==> config.mk <==
export PLATFORM = sky130hd
export DESIGN_NAME = bb3_cell
export DESIGN_NICKNAME = d
export VERILOG_FILES = /design/src/hw/rtl/box_blur_3x3_edge_aware_unit_assert.svh /design/src/hw/rtl/bb3_pkg.sv /design/src/hw/rtl/bb3_cell.sv
export SDC_FILE = /design/constraint.sdc
export NUM_CORES = 1
export LEC_CHECK = 0
export BUFFER_PORTS_ARGS = -buffer_cell sky130_fd_sc_hd__buf_2
export CAP_MARGIN = 5
export CORE_MARGIN = 1
export CORE_UTILIZATION = 51
export DETAILED_ROUTE_END_ITERATION = 12
export PLACE_DENSITY = 0.83
export SYNTH_ARGS = -nofsm -noshare
export SYNTH_HDL_FRONTEND = slang
export SYNTH_SLANG_ARGS = --single-unit
==> constraint.sdc <==
create_clock -name clk -period 4.9 [get_ports clk]
set_input_delay 0.245 -clock clk [delete_from_list [all_inputs] [get_ports clk]]
set_output_delay 0.245 -clock clk [all_outputs]
set_load 0.02 [all_outputs]
==> src/hw/rtl/box_blur_3x3_edge_aware_unit_assert.svh <==
// Assertion macros shared by the box blur RTL.
`ifndef BOX_BLUR_3X3_EDGE_AWARE_UNIT_ASSERT_SVH
`define BOX_BLUR_3X3_EDGE_AWARE_UNIT_ASSERT_SVH

// Same-cycle implication, checked outside reset.
`define BB3_ASSERT_NOW(label, ante, cons, msg) \
  label: assert property (@(posedge clk) disable iff (!rst_n) (ante) |-> (cons)) \
    else $error(msg);

// Next-cycle implication, checked outside reset.
`define BB3_ASSERT_NXT(label, ante, cons, msg) \
  label: assert property (@(posedge clk) disable iff (!rst_n) (ante) |=> (cons)) \
    else $error(msg);

`endif

==> src/hw/rtl/bb3_pkg.sv <==
// Types and constants for the 3x3 box blur unit.
package bb3_pkg;

  localparam int MAX_WIDTH  = 1024;
  localparam int MAX_HEIGHT = 1024;
  localparam int DIM_W      = 11;
  localparam int COL_W      = $clog2(MAX_WIDTH);
  localparam int ROW_W      = $clog2(MAX_HEIGHT);
  localparam int CH_W       = 8;
  localparam int PIX_W      = 3 * CH_W;
  localparam int CSUM_W     = CH_W + 2;
  localparam int TSUM_W     = CH_W + 4;
  localparam int DIVD_W     = TSUM_W + 1;
  localparam int N_W        = 4;
  localparam int DS_W       = N_W + CH_W;
  localparam int STEP_W     = $clog2(CH_W);
  localparam int CFG_IDX_W  = 1;

  localparam logic REQ_DRAIN = 1'b1;

  localparam logic [CFG_IDX_W-1:0] CFG_FRAME_WIDTH  = 1'b0;
  localparam logic [CFG_IDX_W-1:0] CFG_FRAME_HEIGHT = 1'b1;

  typedef struct packed {
    logic [CH_W-1:0] red;
    logic [CH_W-1:0] green;
    logic [CH_W-1:0] blue;
  } pix_t;

  // index 0 = top row of the window
  typedef pix_t [2:0] col_t;

  // channel order in sum and quotient vectors: 2 red, 1 green, 0 blue
  typedef logic [2:0][CSUM_W-1:0] csum_t;
  typedef logic [2:0][TSUM_W-1:0] tsum_t;
  typedef logic [2:0][CH_W-1:0]   qout_t;

  typedef struct packed {
    logic       shift;
    logic [2:0] row_en;
  } cell_ctrl_t;

  typedef struct packed {
    logic            req_type;
    logic [CH_W-1:0] in_red;
    logic [CH_W-1:0] in_green;
    logic [CH_W-1:0] in_blue;
  } in_word_t;

  typedef struct packed {
    logic [CH_W-1:0] out_red;
    logic [CH_W-1:0] out_green;
    logic [CH_W-1:0] out_blue;
    logic            frame_done;
  } out_word_t;

  typedef enum logic [2:0] {
    ST_IDLE,
    ST_RD,
    ST_LOAD,
    ST_SUM,
    ST_DIV,
    ST_OUT
  } bb3_state_t;

  typedef enum logic {
    NB_WIN,
    NB_EDGE
  } nb_mode_t;

endpackage

==> src/hw/rtl/bb3_cell.sv <==
// One window column cell: holds three pixels, shifts to its neighbour, sums masked rows.
module bb3_cell (
  input  logic               clk,
  input  bb3_pkg::cell_ctrl_t ctrl,
  input  bb3_pkg::col_t      col_in,
  output bb3_pkg::col_t      col_out,
  output bb3_pkg::csum_t     col_sum
);
  import bb3_pkg::*;

  col_t col_r;

  always_ff @(posedge clk) begin
    if (ctrl.shift) begin
      col_r <= col_in;
    end
  end

  assign col_out = col_r;

  always_comb begin
    col_sum = '0;
    for (int r = 0; r < 3; r++) begin
      if (ctrl.row_en[r]) begin
        col_sum[2] = col_sum[2] + CSUM_W'(col_r[r].red);
        col_sum[1] = col_sum[1] + CSUM_W'(col_r[r].green);
        col_sum[0] = col_sum[0] + CSUM_W'(col_r[r].blue);
      end
    end
  end

endmodule

==> results.cfg <==
[floorplanning]
die_y_um = 101
row_count = 35
initial_core_util_pct = 53.6
die_area_sq_um = 10300
core-area_sq_um = 9420
die_x_um = 101
ios = 179

[timing]
finalMaxSlewViolations = 0
rsz0062_at_grt = no
fmax_mhz = 236
max_slew_margin_pct = 38.1
tightest_slew_ps = 928
setup_tns_ps = 0
hold_ws_ps = 71.4
hold_violations = 0
finalCritPeriodShare_pct = 86.3
finalCriticalPeriod_ps = 4230
setup_viol = 0

[routing]
routed_via_density = 5.52
first_pass_iters = 5
wl_per_cell_um = 15.4
detail-route-antenna-nets = 0
drc = 0
num_vias = 4292
wl_um = 12000
drt-initial-drc-count = 202

[synthesis]
synth_area_sq_um = 5040
synth_top_family_by_area = compound AO/OA/AOI/OAI gates
synthXorXnorAreaFrac_pct = 6.08
syn-num-nets = 594
yosysWarnings = 0
yosys-top-cells-area = edfxtp_1 (43%), ha_1 (11%), mux2_2 (3.8%), a21oi_1 (3.4%), xnor2_1 (3.1%)
avgSynthCellArea_sq_um = 10.8
synthArstFlopShare_pct = 0
synth_edf_count = 72
ys.flop_type = edfxtp_1
synth_fa_ha_area_share_pct = 14.2
synth_top_cell_by_area = edfxtp_1
ys_ff_latch = 72
synth_cells = 466
synthMuxAreaShare_pct = 6.08
synth_compound_area_share_pct = 15.1
synth_cell_types = 58
yosys.area_share.simple_pct = 12.4
synth_common_cells = edfxtp_1 (72), ha_1 (45), nand2_1 (38), nor2_1 (38), a21oi_1 (34)
synth.most_common_cell = edfxtp_1
synth-seq-area-share_pct = 42.9
yosysTopAreaCellShare_pct = 42.9

[critical_path]
cp.required_ps = 4660
critical_path.top_delay_family = compound AO/OA/AOI/OAI gates
cp_data_arrival_time_ps = 3990
crit_type = in -> out
start_kind = input pin
endpoint_kind = output pin
worst-path-max-fanout = 24
path_cells = buf_2 > buf_4 > nand2_1 > inv_1 > ha_1 > a21o_1 > a21oi_1 > xor2_1 > nor2_1 > xnor2_1 > ha_1 > a21oi_1 > nor2_1 > o311ai_0 > a32oi_1 > o21ai_0 > buf_2
cp_num_buf_inv = 4
cpPeakStageDelay_ps = 510
cp_slowest_cell = o311ai_0

[cts]
root_buffer = clkbuf_8
cts_hold_buf = 0
cts.clk_slew.worst_paths_ps = 80
cts_resized = 0
cts_inserted_buffers = 9
h-tree-depth = 3
clock_path_buffers = 2
cts_tree = done
clock-sinks = 72
cts_setup_buffers = 0

[run]
maxCapViolations = 0

[power]
leakage_nw = 2.90
total_power_mw = 2.12
cellPowerDensity_nw_per_um2 = 338
vdd_ir_drop_max_v = 0.000179

[run_status]
status = complete, no violations

[placement]
numPlacedInstances = 762
io_buffers = 178
dp_hpwl_um = 9200
place_congestion = 0.896

[layout]
layout-drive-gt1-share_pct = 35.6
fin_nets = 772
fillers = 710
largest_register_ffs = 72
multi_input_area_sq_um = 2720
stdcell_count = 778
post-route-util_pct = 66.6
diodes = 0
area_growth_syn_to_layout_pct = 24.3
register_area_sq_um = 2160

[global_routing]
grt-ovfl-total = 0
grt_pass1_wl_um = 18400
grt_pass1_vias = 3980
antenna_found_initial = 0
grt_use_total_pct = 23.1
grt_max_degree = 73

[min_path]
min_path_type = in -> reg
[per-layer routing]
metal	wire [um]	part of all wire [%]	up-vias	global-route usage (%)
met4	209	1.7	0	7.92
met2	6030	50	204	40.5
met5	0	0	-	0
met1	4810	40	1994	28.3
met3	933	7.8	17	4.90
li1	-	-	2077	-
[cell usage in the layout, fill, tap and decap left out, types with 3 or more instances in the layout]
| master | instances |
|---|---|
| buf_2 | 177 |
| edfxtp_1 | 72 |
| ha_1 | 45 |
| nand2_1 | 38 |
| nor2_1 | 38 |
| a21oi_1 | 34 |
| inv_1 | 26 |
| o21ai_0 | 19 |
| xnor2_1 | 18 |
| mux2_2 | 17 |
| xor2_1 | 17 |
| and2_1 | 10 |
| mux2i_1 | 10 |
| clkbuf_8 | 9 |
| nand2b_1 | 8 |
| a21o_1 | 7 |
| nand3_1 | 7 |
| o21bai_1 | 6 |
| or2_2 | 6 |
| fa_1 | 6 |
| a32oi_1 | 4 |
| nor2b_1 | 4 |
| a211o_1 | 4 |
| buf_4 | 4 |
| nand4bb_1 | 3 |
| o41ai_1 | 3 |
| and3_1 | 3 |
| o22ai_1 | 3 |
| a221o_1 | 3 |
| o31a_1 | 3 |
| and3b_1 | 3 |
[through the flow]
step                      area, sq um  setup WS (ps)
after floorplan                  5040           1160
after global placement           6050            875
after CTS                        6270            723
after detailed placement         6050            747
after global routing             6270            398
final                            6270            670
[final timing paths]
path / endpoint / start / cells past startpoint
max: col_sum[6] / ctrl[0] / 17
min: col_out[57] / col_in[57] / 1
[kinds of logic (layout without fill, tap and decap cells)]
kind of cell    Yosys count  count (layout)
fa+ha+maj                54              54
simple gates            128             128
mux                      28              28
xor+xnor                 35              35
flops                    72              72
buf+inv                  40             223
compound gates          109             109
[area by class of cell]
type                            instances  area share (%)
Multi-Input combinational cell        354            43.4
Sequential cell                        72            34.5
Timing Repair Buffer                  181            14.6
Tap cell                              129            2.58
Clock buffer                           10            2.04
Inverter                               26            1.56
Clock inverter                          6            1.34
[where the power goes]
| part | total, mW | switching (mW) | internal, mW |
|---|---|---|---|
| registers | 0.776 | 0.0416 | 0.735 |
| clock network | 0.507 | 0.223 | 0.285 |
| logic | 0.832 | 0.488 | 0.344 |
| total | 2.12 | 0.753 | 1.36 |
Power figures use the tool's default switching activity.
