--- config.mk ---
export PLATFORM = sky130hd
export DESIGN_NAME = bb3_div
export DESIGN_NICKNAME = d
export VERILOG_FILES = /design/src/hw/rtl/box_blur_3x3_edge_aware_unit_assert.svh /design/src/hw/rtl/bb3_pkg.sv /design/src/hw/rtl/bb3_div.sv
export SDC_FILE = /design/constraint.sdc
export NUM_CORES = 1
export LEC_CHECK = 0
export ABC_AREA = 1
export BUFFER_PORTS_ARGS = -buffer_cell sky130_fd_sc_hd__buf_2
export CORE_ASPECT_RATIO = 1.25
export CORE_MARGIN = 8
export CORE_UTILIZATION = 60
export DETAILED_ROUTE_END_ITERATION = 16
export PLACE_DENSITY = 0.78
export SLEW_MARGIN = 5
export SYNTH_ARGS = -nofsm -noshare
export SYNTH_HDL_FRONTEND = slang
export SYNTH_SLANG_ARGS = --single-unit
--- constraint.sdc ---
create_clock -name clk -period 2.8 [get_ports clk]
set_input_delay 0.14 -clock clk [delete_from_list [all_inputs] [get_ports clk]]
set_output_delay 0.14 -clock clk [all_outputs]
set_load 0.03 [all_outputs]
--- src/hw/rtl/box_blur_3x3_edge_aware_unit_assert.svh ---
// Assertion macros shared by the box blur RTL.
`ifndef BOX_BLUR_3X3_EDGE_AWARE_UNIT_ASSERT_SVH
`define BOX_BLUR_3X3_EDGE_AWARE_UNIT_ASSERT_SVH

// Same-cycle implication, checked outside reset.
`define BB3_ASSERT_NOW(label, ante, cons, msg) \
  label: assert property (@(posedge clk) disable iff (!rst_n) (ante) |-> (cons)) \
    else $error(msg);

// Next-cycle implication, checked outside reset.
`define BB3_ASSERT_NXT(label, ante, cons, msg) \
  label: assert property (@(posedge clk) disable iff (!rst_n) (ante) |=> (cons)) \
    else $error(msg);

`endif

--- src/hw/rtl/bb3_pkg.sv ---
// Types and constants for the 3x3 box blur unit.
package bb3_pkg;

  localparam int MAX_WIDTH  = 1024;
  localparam int MAX_HEIGHT = 1024;
  localparam int DIM_W      = 11;
  localparam int COL_W      = $clog2(MAX_WIDTH);
  localparam int ROW_W      = $clog2(MAX_HEIGHT);
  localparam int CH_W       = 8;
  localparam int PIX_W      = 3 * CH_W;
  localparam int CSUM_W     = CH_W + 2;
  localparam int TSUM_W     = CH_W + 4;
  localparam int DIVD_W     = TSUM_W + 1;
  localparam int N_W        = 4;
  localparam int DS_W       = N_W + CH_W;
  localparam int STEP_W     = $clog2(CH_W);
  localparam int CFG_IDX_W  = 1;

  localparam logic REQ_DRAIN = 1'b1;

  localparam logic [CFG_IDX_W-1:0] CFG_FRAME_WIDTH  = 1'b0;
  localparam logic [CFG_IDX_W-1:0] CFG_FRAME_HEIGHT = 1'b1;

  typedef struct packed {
    logic [CH_W-1:0] red;
    logic [CH_W-1:0] green;
    logic [CH_W-1:0] blue;
  } pix_t;

  // index 0 = top row of the window
  typedef pix_t [2:0] col_t;

  // channel order in sum and quotient vectors: 2 red, 1 green, 0 blue
  typedef logic [2:0][CSUM_W-1:0] csum_t;
  typedef logic [2:0][TSUM_W-1:0] tsum_t;
  typedef logic [2:0][CH_W-1:0]   qout_t;

  typedef struct packed {
    logic       shift;
    logic [2:0] row_en;
  } cell_ctrl_t;

  typedef struct packed {
    logic            req_type;
    logic [CH_W-1:0] in_red;
    logic [CH_W-1:0] in_green;
    logic [CH_W-1:0] in_blue;
  } in_word_t;

  typedef struct packed {
    logic [CH_W-1:0] out_red;
    logic [CH_W-1:0] out_green;
    logic [CH_W-1:0] out_blue;
    logic            frame_done;
  } out_word_t;

  typedef enum logic [2:0] {
    ST_IDLE,
    ST_RD,
    ST_LOAD,
    ST_SUM,
    ST_DIV,
    ST_OUT
  } bb3_state_t;

  typedef enum logic {
    NB_WIN,
    NB_EDGE
  } nb_mode_t;

endpackage

--- src/hw/rtl/bb3_div.sv ---
// Bit-serial rounding divider, three channels side by side: (2*sum+n)/(2*n).
module bb3_div (
  input  logic                      clk,
  input  logic                      rst_n,
  input  logic                      start,
  input  bb3_pkg::tsum_t            sum,
  input  logic [bb3_pkg::N_W-1:0]   n,
  output logic                      busy,
  output logic                      done,
  output bb3_pkg::qout_t            quot
);
  import bb3_pkg::*;

  logic [2:0][DIVD_W-1:0] rem_r;
  logic [DS_W-1:0]        ds_r;
  logic [STEP_W-1:0]      cnt_r;
  logic                   busy_r;
  logic                   done_r;
  qout_t                  quot_r;

  always_ff @(posedge clk) begin
    if (!rst_n) begin
      busy_r <= 1'b0;
      done_r <= 1'b0;
      cnt_r  <= '0;
    end else begin
      done_r <= busy_r && (cnt_r == '0);
      if (start) begin
        busy_r <= 1'b1;
        cnt_r  <= STEP_W'(CH_W - 1);
      end else if (busy_r) begin
        cnt_r <= cnt_r - 1'b1;
        if (cnt_r == '0) begin
          busy_r <= 1'b0;
        end
      end
    end
  end

  // divisor 2n starts aligned to the top quotient bit
  always_ff @(posedge clk) begin
    if (start) begin
      ds_r <= {n, {CH_W{1'b0}}};
      for (int c = 0; c < 3; c++) begin
        rem_r[c] <= {sum[c], 1'b0} + DIVD_W'(n);
      end
    end else if (busy_r) begin
      ds_r <= ds_r >> 1;
      for (int c = 0; c < 3; c++) begin
        if (rem_r[c] >= DIVD_W'(ds_r)) begin
          rem_r[c]  <= rem_r[c] - DIVD_W'(ds_r);
          quot_r[c] <= {quot_r[c][CH_W-2:0], 1'b1};
        end else begin
          quot_r[c] <= {quot_r[c][CH_W-2:0], 1'b0};
        end
      end
    end
  end

  assign busy = busy_r;
  assign done = done_r;
  assign quot = quot_r;

endmodule

==> results of run 1 <==
==> worst paths after layout <==
kind,startpoint,endpoint,slack (ps),cells after the start
worst max-delay path,ds_r[1]$_SDFFE_PP0P_,rem_r[15]$_DFFE_PP_,320,10
worst min-delay path,rst_n,cnt_r[2]$_SDFFE_PN0P_,40,3
worst max register to register,ds_r[1]$_SDFFE_PP0P_,rem_r[15]$_DFFE_PP_,320,10
worst min register to register,quot[13]$_DFFE_PP_,quot[14]$_DFFE_PP_,450,0
==> flip-flops by register name (all words and copies together), names as in the netlist <==
name   count
cnt_r      3
busy       1
rem_r     39
quot      24
done       1
ds_r      12
==> cells by family (layout without fill, tap and decap cells) <==
family          after synthesis  count (layout)  share of synthesized area (%)
fa+ha+maj                    53              53                          11.51
buf+inv                     153             229                          9.660
xor+xnor                      3               3                         0.4272
flops                        80              80                          36.93
simple gates                464             464                          33.19
compound gates               90              90                          8.278
==> cell usage in the layout, fill, tap and decap left out, types with 2 or more instances in the layout <==
| cell type | instances |
|---|---|
| sky130_fd_sc_hd__buf_4 | 3 |
| sky130_fd_sc_hd__fa_1 | 6 |
| sky130_fd_sc_hd__inv_1 | 131 |
| sky130_fd_sc_hd__dfxtp_1 | 13 |
| sky130_fd_sc_hd__ha_1 | 47 |
| sky130_fd_sc_hd__edfxtp_1 | 67 |
| sky130_fd_sc_hd__nand3_1 | 81 |
| sky130_fd_sc_hd__clkbuf_16 | 9 |
| sky130_fd_sc_hd__nor2_4 | 3 |
| sky130_fd_sc_hd__a21oi_1 | 33 |
| sky130_fd_sc_hd__a31o_2 | 3 |
| sky130_fd_sc_hd__a21oi_2 | 3 |
| sky130_fd_sc_hd__buf_2 | 68 |
| sky130_fd_sc_hd__o22ai_1 | 14 |
| sky130_fd_sc_hd__nand4_1 | 19 |
| sky130_fd_sc_hd__and2_1 | 3 |
| sky130_fd_sc_hd__nor2_2 | 6 |
| sky130_fd_sc_hd__nand2_1 | 270 |
| sky130_fd_sc_hd__o21ai_1 | 4 |
| sky130_fd_sc_hd__nand3_2 | 11 |
| sky130_fd_sc_hd__nor2_1 | 55 |
| sky130_fd_sc_hd__nor3_1 | 5 |
| sky130_fd_sc_hd__clkinv_4 | 2 |
| sky130_fd_sc_hd__nand2_2 | 9 |
| sky130_fd_sc_hd__o21bai_1 | 3 |
| sky130_fd_sc_hd__xnor2_1 | 2 |
| sky130_fd_sc_hd__o21ai_0 | 27 |
| sky130_fd_sc_hd__inv_6 | 2 |
| sky130_fd_sc_hd__inv_2 | 11 |
==> stage by stage <==
stage,setup slack [ps],cells
2_1_floorplan,814.8,843
3_3_place_gp,359.0,1032
3_5_place_dp,317.5,1032
4_1_cts,300.1,1048
5_1_grt,52.04,1048
6_report,321.2,1048
==> report_power, final <==
group,switching [mW],internal (mW)
Sequential,0.0644,1.48
Clock,0.495,0.725
Combinational,1.09,0.566
Total,1.65,2.77
==> per-layer routing <==
metal | track usage (%) | share of wire, % | wire length [microns]
met5 | 0 | 0 | 0
met3 | 4.123 | 6.6 | 1044
met1 | 29.82 | 43 | 6761
met2 | 40.01 | 48 | 7676
met4 | 9.959 | 2.6 | 410
==> critical path: stages (launching register included) <==
cell and delay [ps]:
sky130_fd_sc_hd__dfxtp_1 420, sky130_fd_sc_hd__inv_1 200, sky130_fd_sc_hd__ha_1 360, sky130_fd_sc_hd__nand3_1 100, sky130_fd_sc_hd__nand3_2 140, sky130_fd_sc_hd__nand2_1 60
sky130_fd_sc_hd__nand2_1 130, sky130_fd_sc_hd__nand2_1 90, sky130_fd_sc_hd__nand3_2 80, sky130_fd_sc_hd__nand2_1 50, sky130_fd_sc_hd__nand2_1 480
==> layout make-up <==
cell class	instances	area share, %
multi-input cells	610	47.46
flip-flops and latches	80	32.82
inverters	142	7.699
repair buffers	71	5.241
clock buffers	11	3.506
well taps	129	2.331
clock inverters	5	0.9398
==> parameters.txt, run 1 <==
Parameter                              Value

Die
  Row count    41
  Starting density of the core    61.19%
  I/O pins    69
  Vertical die dimension    129.2 microns
  Full die area    13,770 sq um
  Horizontal die dimension    106.6 microns
  Area of the core region    10,050 sq um

Drt
  1st-pass router iterations    5
  Number of design rule violations left after detail routing    0
  Wire length after detailed routing    15.89 mm
  Detailed-route wire length per cell    15.17 microns
  Vias per Instance    5.525
  Iteration-0 DRC count of the detailed router    423
  Total vias in the final route    5,790
  Routed Antenna Nets    0

Flow run
  Maximum capacitance violations    0

Layout
  Layout Utilization    68.85%
  N_diodes    0
  Number of inserted filler cells in the final layout    903
  Sequential standard cell area    2272 sq um
  Layout net count    1,010
  Post-layout instance area    6923 sq um
  Ratio of cells with drive above 1 in the final layout    14.58%
  Total area of multi-input combinational cells    3286 sq um
  Area added between synthesis and finish    12.53%

Synthesis
  Synthesized flop and latch total    80
  Proportion of register bits with asynchronous set or reset after synthesis    0%
  Yosys warning count    0
  Mean instance size in the synthesized netlist    7.298 sq um
  Syn Inst Count    843
  Number of flops mapped to enable cells by yosys    67
  Cell taking the most area after synthesis    sky130_fd_sc_hd__edfxtp_1
  Yosys cell types    33
  Portion of the post-synthesis area used by sequential elements    36.93%
  Most used standard cells in the synthesized netlist    270 x sky130_fd_sc_hd__nand2_1, 131 x sky130_fd_sc_hd__inv_1, 81 x sky130_fd_sc_hd__nand3_1
  Most used flip-flop cell after synthesis    sky130_fd_sc_hd__edfxtp_1
  Most frequent cell after synthesis    sky130_fd_sc_hd__nand2_1
  Post-synthesis instance area    6152 sq um
  Portion of synthesized cell area occupied by the leading cell type    32.70%
  Main area contributors after synthesis    sky130_fd_sc_hd__edfxtp_1 33%, sky130_fd_sc_hd__nand2_1 16%, sky130_fd_sc_hd__ha_1 9.6%, sky130_fd_sc_hd__inv_1 8.0%, sky130_fd_sc_hd__nand3_1 6.6%
  Post-Synthesis Net Count    939

Global routing
  Total congestion overflow    0
  GRT Util Overall    23.92%
  Number of global-route vias before repair    5,548
  Number of antenna violations at the first check in global routing    0
  Largest net degree at the start of global routing    49
  Global-route wire length before repair    26.20 mm

CTS
  Clock sink total    80
  Source-to-sink clock delay at the later pin of the worst-skew pair    340 ps
  Number of hold-repair buffers added at the cts stage    0
  Maximum buffer depth of the clock tree    2
  Clock slew seen by the registers of the worst setup and hold paths    60 ps
  Post-CTS repair timing setup buffer count    0
  Root buffer selected by CTS    sky130_fd_sc_hd__clkbuf_16
  CTS tree    built
  Clock buffer count from CTS    9
  CTS-repair resized insts    0
  Count of H-tree levels built during CTS    3

STA
  Setup repair after global routing missed its margin    false
  Fin. max-slew vios    0
  Maximum frequency from static timing analysis    403.4 MHz
  Headroom to the max-slew limit    46.10%
  Final number of hold-violating endpoints    0
  WHS    37.29 ps
  Final worst path period share    88.53%
  Accumulated negative setup slack    0 ps
  Slew @ Worst Pin    807.5 ps
  Final Setup Violations    0
  Clock skew    7.982 ps
  Final min period    2479 ps

Placement
  Number of buffers added on ports    68
  Placed cell area    6615 sq um
  HPWL reported at the end of detailed placement    12.37 mm
  Gpl congestion    1.026

Critical path
  Maximum fanout encountered on the critical timing path    13
  Data required time of the critical path    2770 ps
  CP startpoint kind    register
  Type of the worst setup path    register to register
  Data arrival time of the critical path    2450 ps
  Kind of end point of the critical path    register

Run status
  Result of the run    completed

Power
  Power per Cell Area    638.5 nW/um^2
  Maximum ir drop on the vdd rail    301.5 uV
  Power Total    4.420 mW
  P_leak    3.470 nW

Min path
  Min-Delay Path Class    input port to register
(Power assumes the default switching activity.)
==> inputs of run 2 (changes only) <==
--- a/config.mk
+++ b/config.mk
@@ -9,9 +9,9 @@
 export BUFFER_PORTS_ARGS = -buffer_cell sky130_fd_sc_hd__buf_2
 export CORE_ASPECT_RATIO = 1.25
 export CORE_MARGIN = 8
-export CORE_UTILIZATION = 60
+export CORE_UTILIZATION = 55
 export DETAILED_ROUTE_END_ITERATION = 16
-export PLACE_DENSITY = 0.78
+export PLACE_DENSITY = 0.73
 export SLEW_MARGIN = 5
 export SYNTH_ARGS = -nofsm -noshare
 export SYNTH_HDL_FRONTEND = slang
==> run 2 against run 1 <==
  * Cell count increased by 0.67%
  * Die area rose by 7.8%
  * Cell area grew 0.24%
  * Critical endpoint is now rem_r[35]$_DFFE_PP_
==> parameters.txt, run 2 (synthesis gave the netlist of run 1 again) <==
Parameter                              Value

Run status
  Result of the run    completed

Placement
  Number of buffers added on ports    68
  Gpl congestion    0.9467
  HPWL reported at the end of detailed placement    12.47 mm
  Post-placement worst setup slack    304.8 ps

Critical path
  Slowest Stage Delay on Critical Path    470 ps
  CP startpoint kind    register
  Maximum fanout encountered on the critical timing path    13
  Data required time of the critical path    2780 ps
  CP cell instances    inv_1 -> ha_1 -> nand3_1 -> nand3_2 -> nand2_1 -> nand2_1 -> nand2_1 -> nand3_2 -> nand2_1 -> nand2_1
  Cells on worst reg2reg path    10
  Gate family responsible for the most delay along the worst path    simple AND/OR/NAND/NOR gates
  Data arrival time of the critical path    2440 ps
  Kind of end point of the critical path    register
  Type of the worst setup path    register to register
  CP dominant cell by count    sky130_fd_sc_hd__nand2_1
  Buffers & Inverters on Critical Path    1
  Critical path's slowest cell    sky130_fd_sc_hd__nand2_1
  Critical path depth    10

Min path
  Min-Delay Path Class    input port to register
  Number of stages on the worst hold path    3

CTS
  Source-to-sink clock delay at the later pin of the worst-skew pair    350 ps
  Root buffer selected by CTS    sky130_fd_sc_hd__clkbuf_16
  CTS tree    built
  Clock sink total    80
  Clock buffer count from CTS    9
  CTS-repair resized insts    0
  Count of H-tree levels built during CTS    3
  Maximum buffer depth of the clock tree    2
  Clock slew seen by the registers of the worst setup and hold paths    70 ps
  Number of hold-repair buffers added at the cts stage    0
  Post-CTS repair timing setup buffer count    0

Power
  Power Total    4.437 mW
  Maximum ir drop on the vdd rail    388.8 uV
  Power per Cell Area    639.4 nW/um^2
  P_leak    3.473 nW

Drt
  Vias per Instance    5.453
  Wire length after detailed routing    16.01 mm
  Iteration-0 DRC count of the detailed router    314
  1st-pass router iterations    6
  Total vias in the final route    5,753
  Routed Antenna Nets    0
  Number of design rule violations left after detail routing    0
  Detailed-route wire length per cell    15.18 microns

Layout
  Register with the highest flop count    rem_r
  Number of inserted filler cells in the final layout    1,009
  Top library cells by usage in the layout, fill and taps aside    270 x sky130_fd_sc_hd__nand2_1, 131 x sky130_fd_sc_hd__inv_1, 81 x sky130_fd_sc_hd__nand3_1
  Layout net count    1,011
  Most common cell after layout, fill and taps aside    sky130_fd_sc_hd__nand2_1
  Total area of multi-input combinational cells    3286 sq um
  Flip-flop count of the largest register after layout    39
  Ratio of cells with drive above 1 in the final layout    14.78%
  Sequential standard cell area    2272 sq um
  N_diodes    0
  Area added between synthesis and finish    12.79%

Die
  Row count    43
  Starting density of the core    55.78%
  Horizontal die dimension    110.6 microns
  I/O pins    69
  Area of the core region    11,030 sq um
  Vertical die dimension    134.2 microns
  Full die area    14,850 sq um

STA
  Headroom to the max-slew limit    58.86%
  Setup repair after global routing missed its margin    false
  Clock skew    7.972 ps
  Final Worst Setup Slack    336.9 ps
  WHS    47.51 ps
  Final number of hold-violating endpoints    0
  Fin. max-slew vios    0
  Final Setup Violations    0
  Maximum frequency from static timing analysis    406.0 MHz
  Final min period    2463 ps
  Final worst path period share    87.97%
  Accumulated negative setup slack    0 ps
  Slew @ Worst Pin    615.6 ps

Global routing
  Number of global-route vias before repair    5,737
  Total congestion overflow    0
  Number of antenna violations at the first check in global routing    0
  Global-route wire length before repair    26.73 mm
  Largest net degree at the start of global routing    49
  GRT Util Overall    21.86%

Flow run
  Maximum capacitance violations    0
## run 2: path summary, 6_finish.rpt
kind,startpoint,endpoint,slack (ps)
hold reg to reg,quot[4]$_DFFE_PP_,quot[5]$_DFFE_PP_,450
setup reg to reg,ds_r[1]$_SDFFE_PP0P_,rem_r[35]$_DFFE_PP_,340
hold / removal,rst_n,cnt_r[2]$_SDFFE_PN0P_,50
setup / recovery,ds_r[1]$_SDFFE_PP0P_,rem_r[35]$_DFFE_PP_,340
## run 2: worst register-to-register path: stages, from the launching register on
cell	delay (ps)
sky130_fd_sc_hd__dfxtp_1	410
sky130_fd_sc_hd__inv_1	190
sky130_fd_sc_hd__ha_1	390
sky130_fd_sc_hd__nand3_1	110
sky130_fd_sc_hd__nand3_2	120
sky130_fd_sc_hd__nand2_1	60
sky130_fd_sc_hd__nand2_1	130
sky130_fd_sc_hd__nand2_1	80
sky130_fd_sc_hd__nand3_2	80
sky130_fd_sc_hd__nand2_1	50
sky130_fd_sc_hd__nand2_1	470
## run 2: cell type report
| cell class | count | area share, % |
|---|---|---|
| multi-input combinational | 610 | 47.35 |
| sequential | 80 | 32.74 |
| inverter | 142 | 7.681 |
| timing repair buffer | 72 | 5.337 |
| clock buffer | 9 | 3.246 |
| tap | 135 | 2.434 |
| clock inverter | 7 | 1.208 |
## run 2: metal layers
metal  vias up  part of all wire [%]  global-route usage, %
met1      2645                    43                  25.67
met4         0                   2.4                  8.954
met5         -                     0                      0
met2       169                    50                  38.52
met3        28                   5.1                  3.709
li1       2911                     -                      -
## run 2: power breakdown
group | switching [mW] | total [mW] | internal [mW]
registers | 0.0630 | 1.54 | 1.48
logic | 1.09 | 1.65 | 0.567
clock network | 0.528 | 1.24 | 0.710
## run 2: through the flow
| stage | cells | utilization [%] | instance area (sq um) |
|---|---|---|---|
| floorplan | 843 | - | 6152 |
| global placement | 1039 | 60.11 | 6630 |
| detailed placement | 1039 | 60.11 | 6630 |
| CTS | 1055 | 62.92 | 6939 |
| global route | 1055 | 62.92 | 6939 |
| finish | 1055 | 62.92 | 6939 |
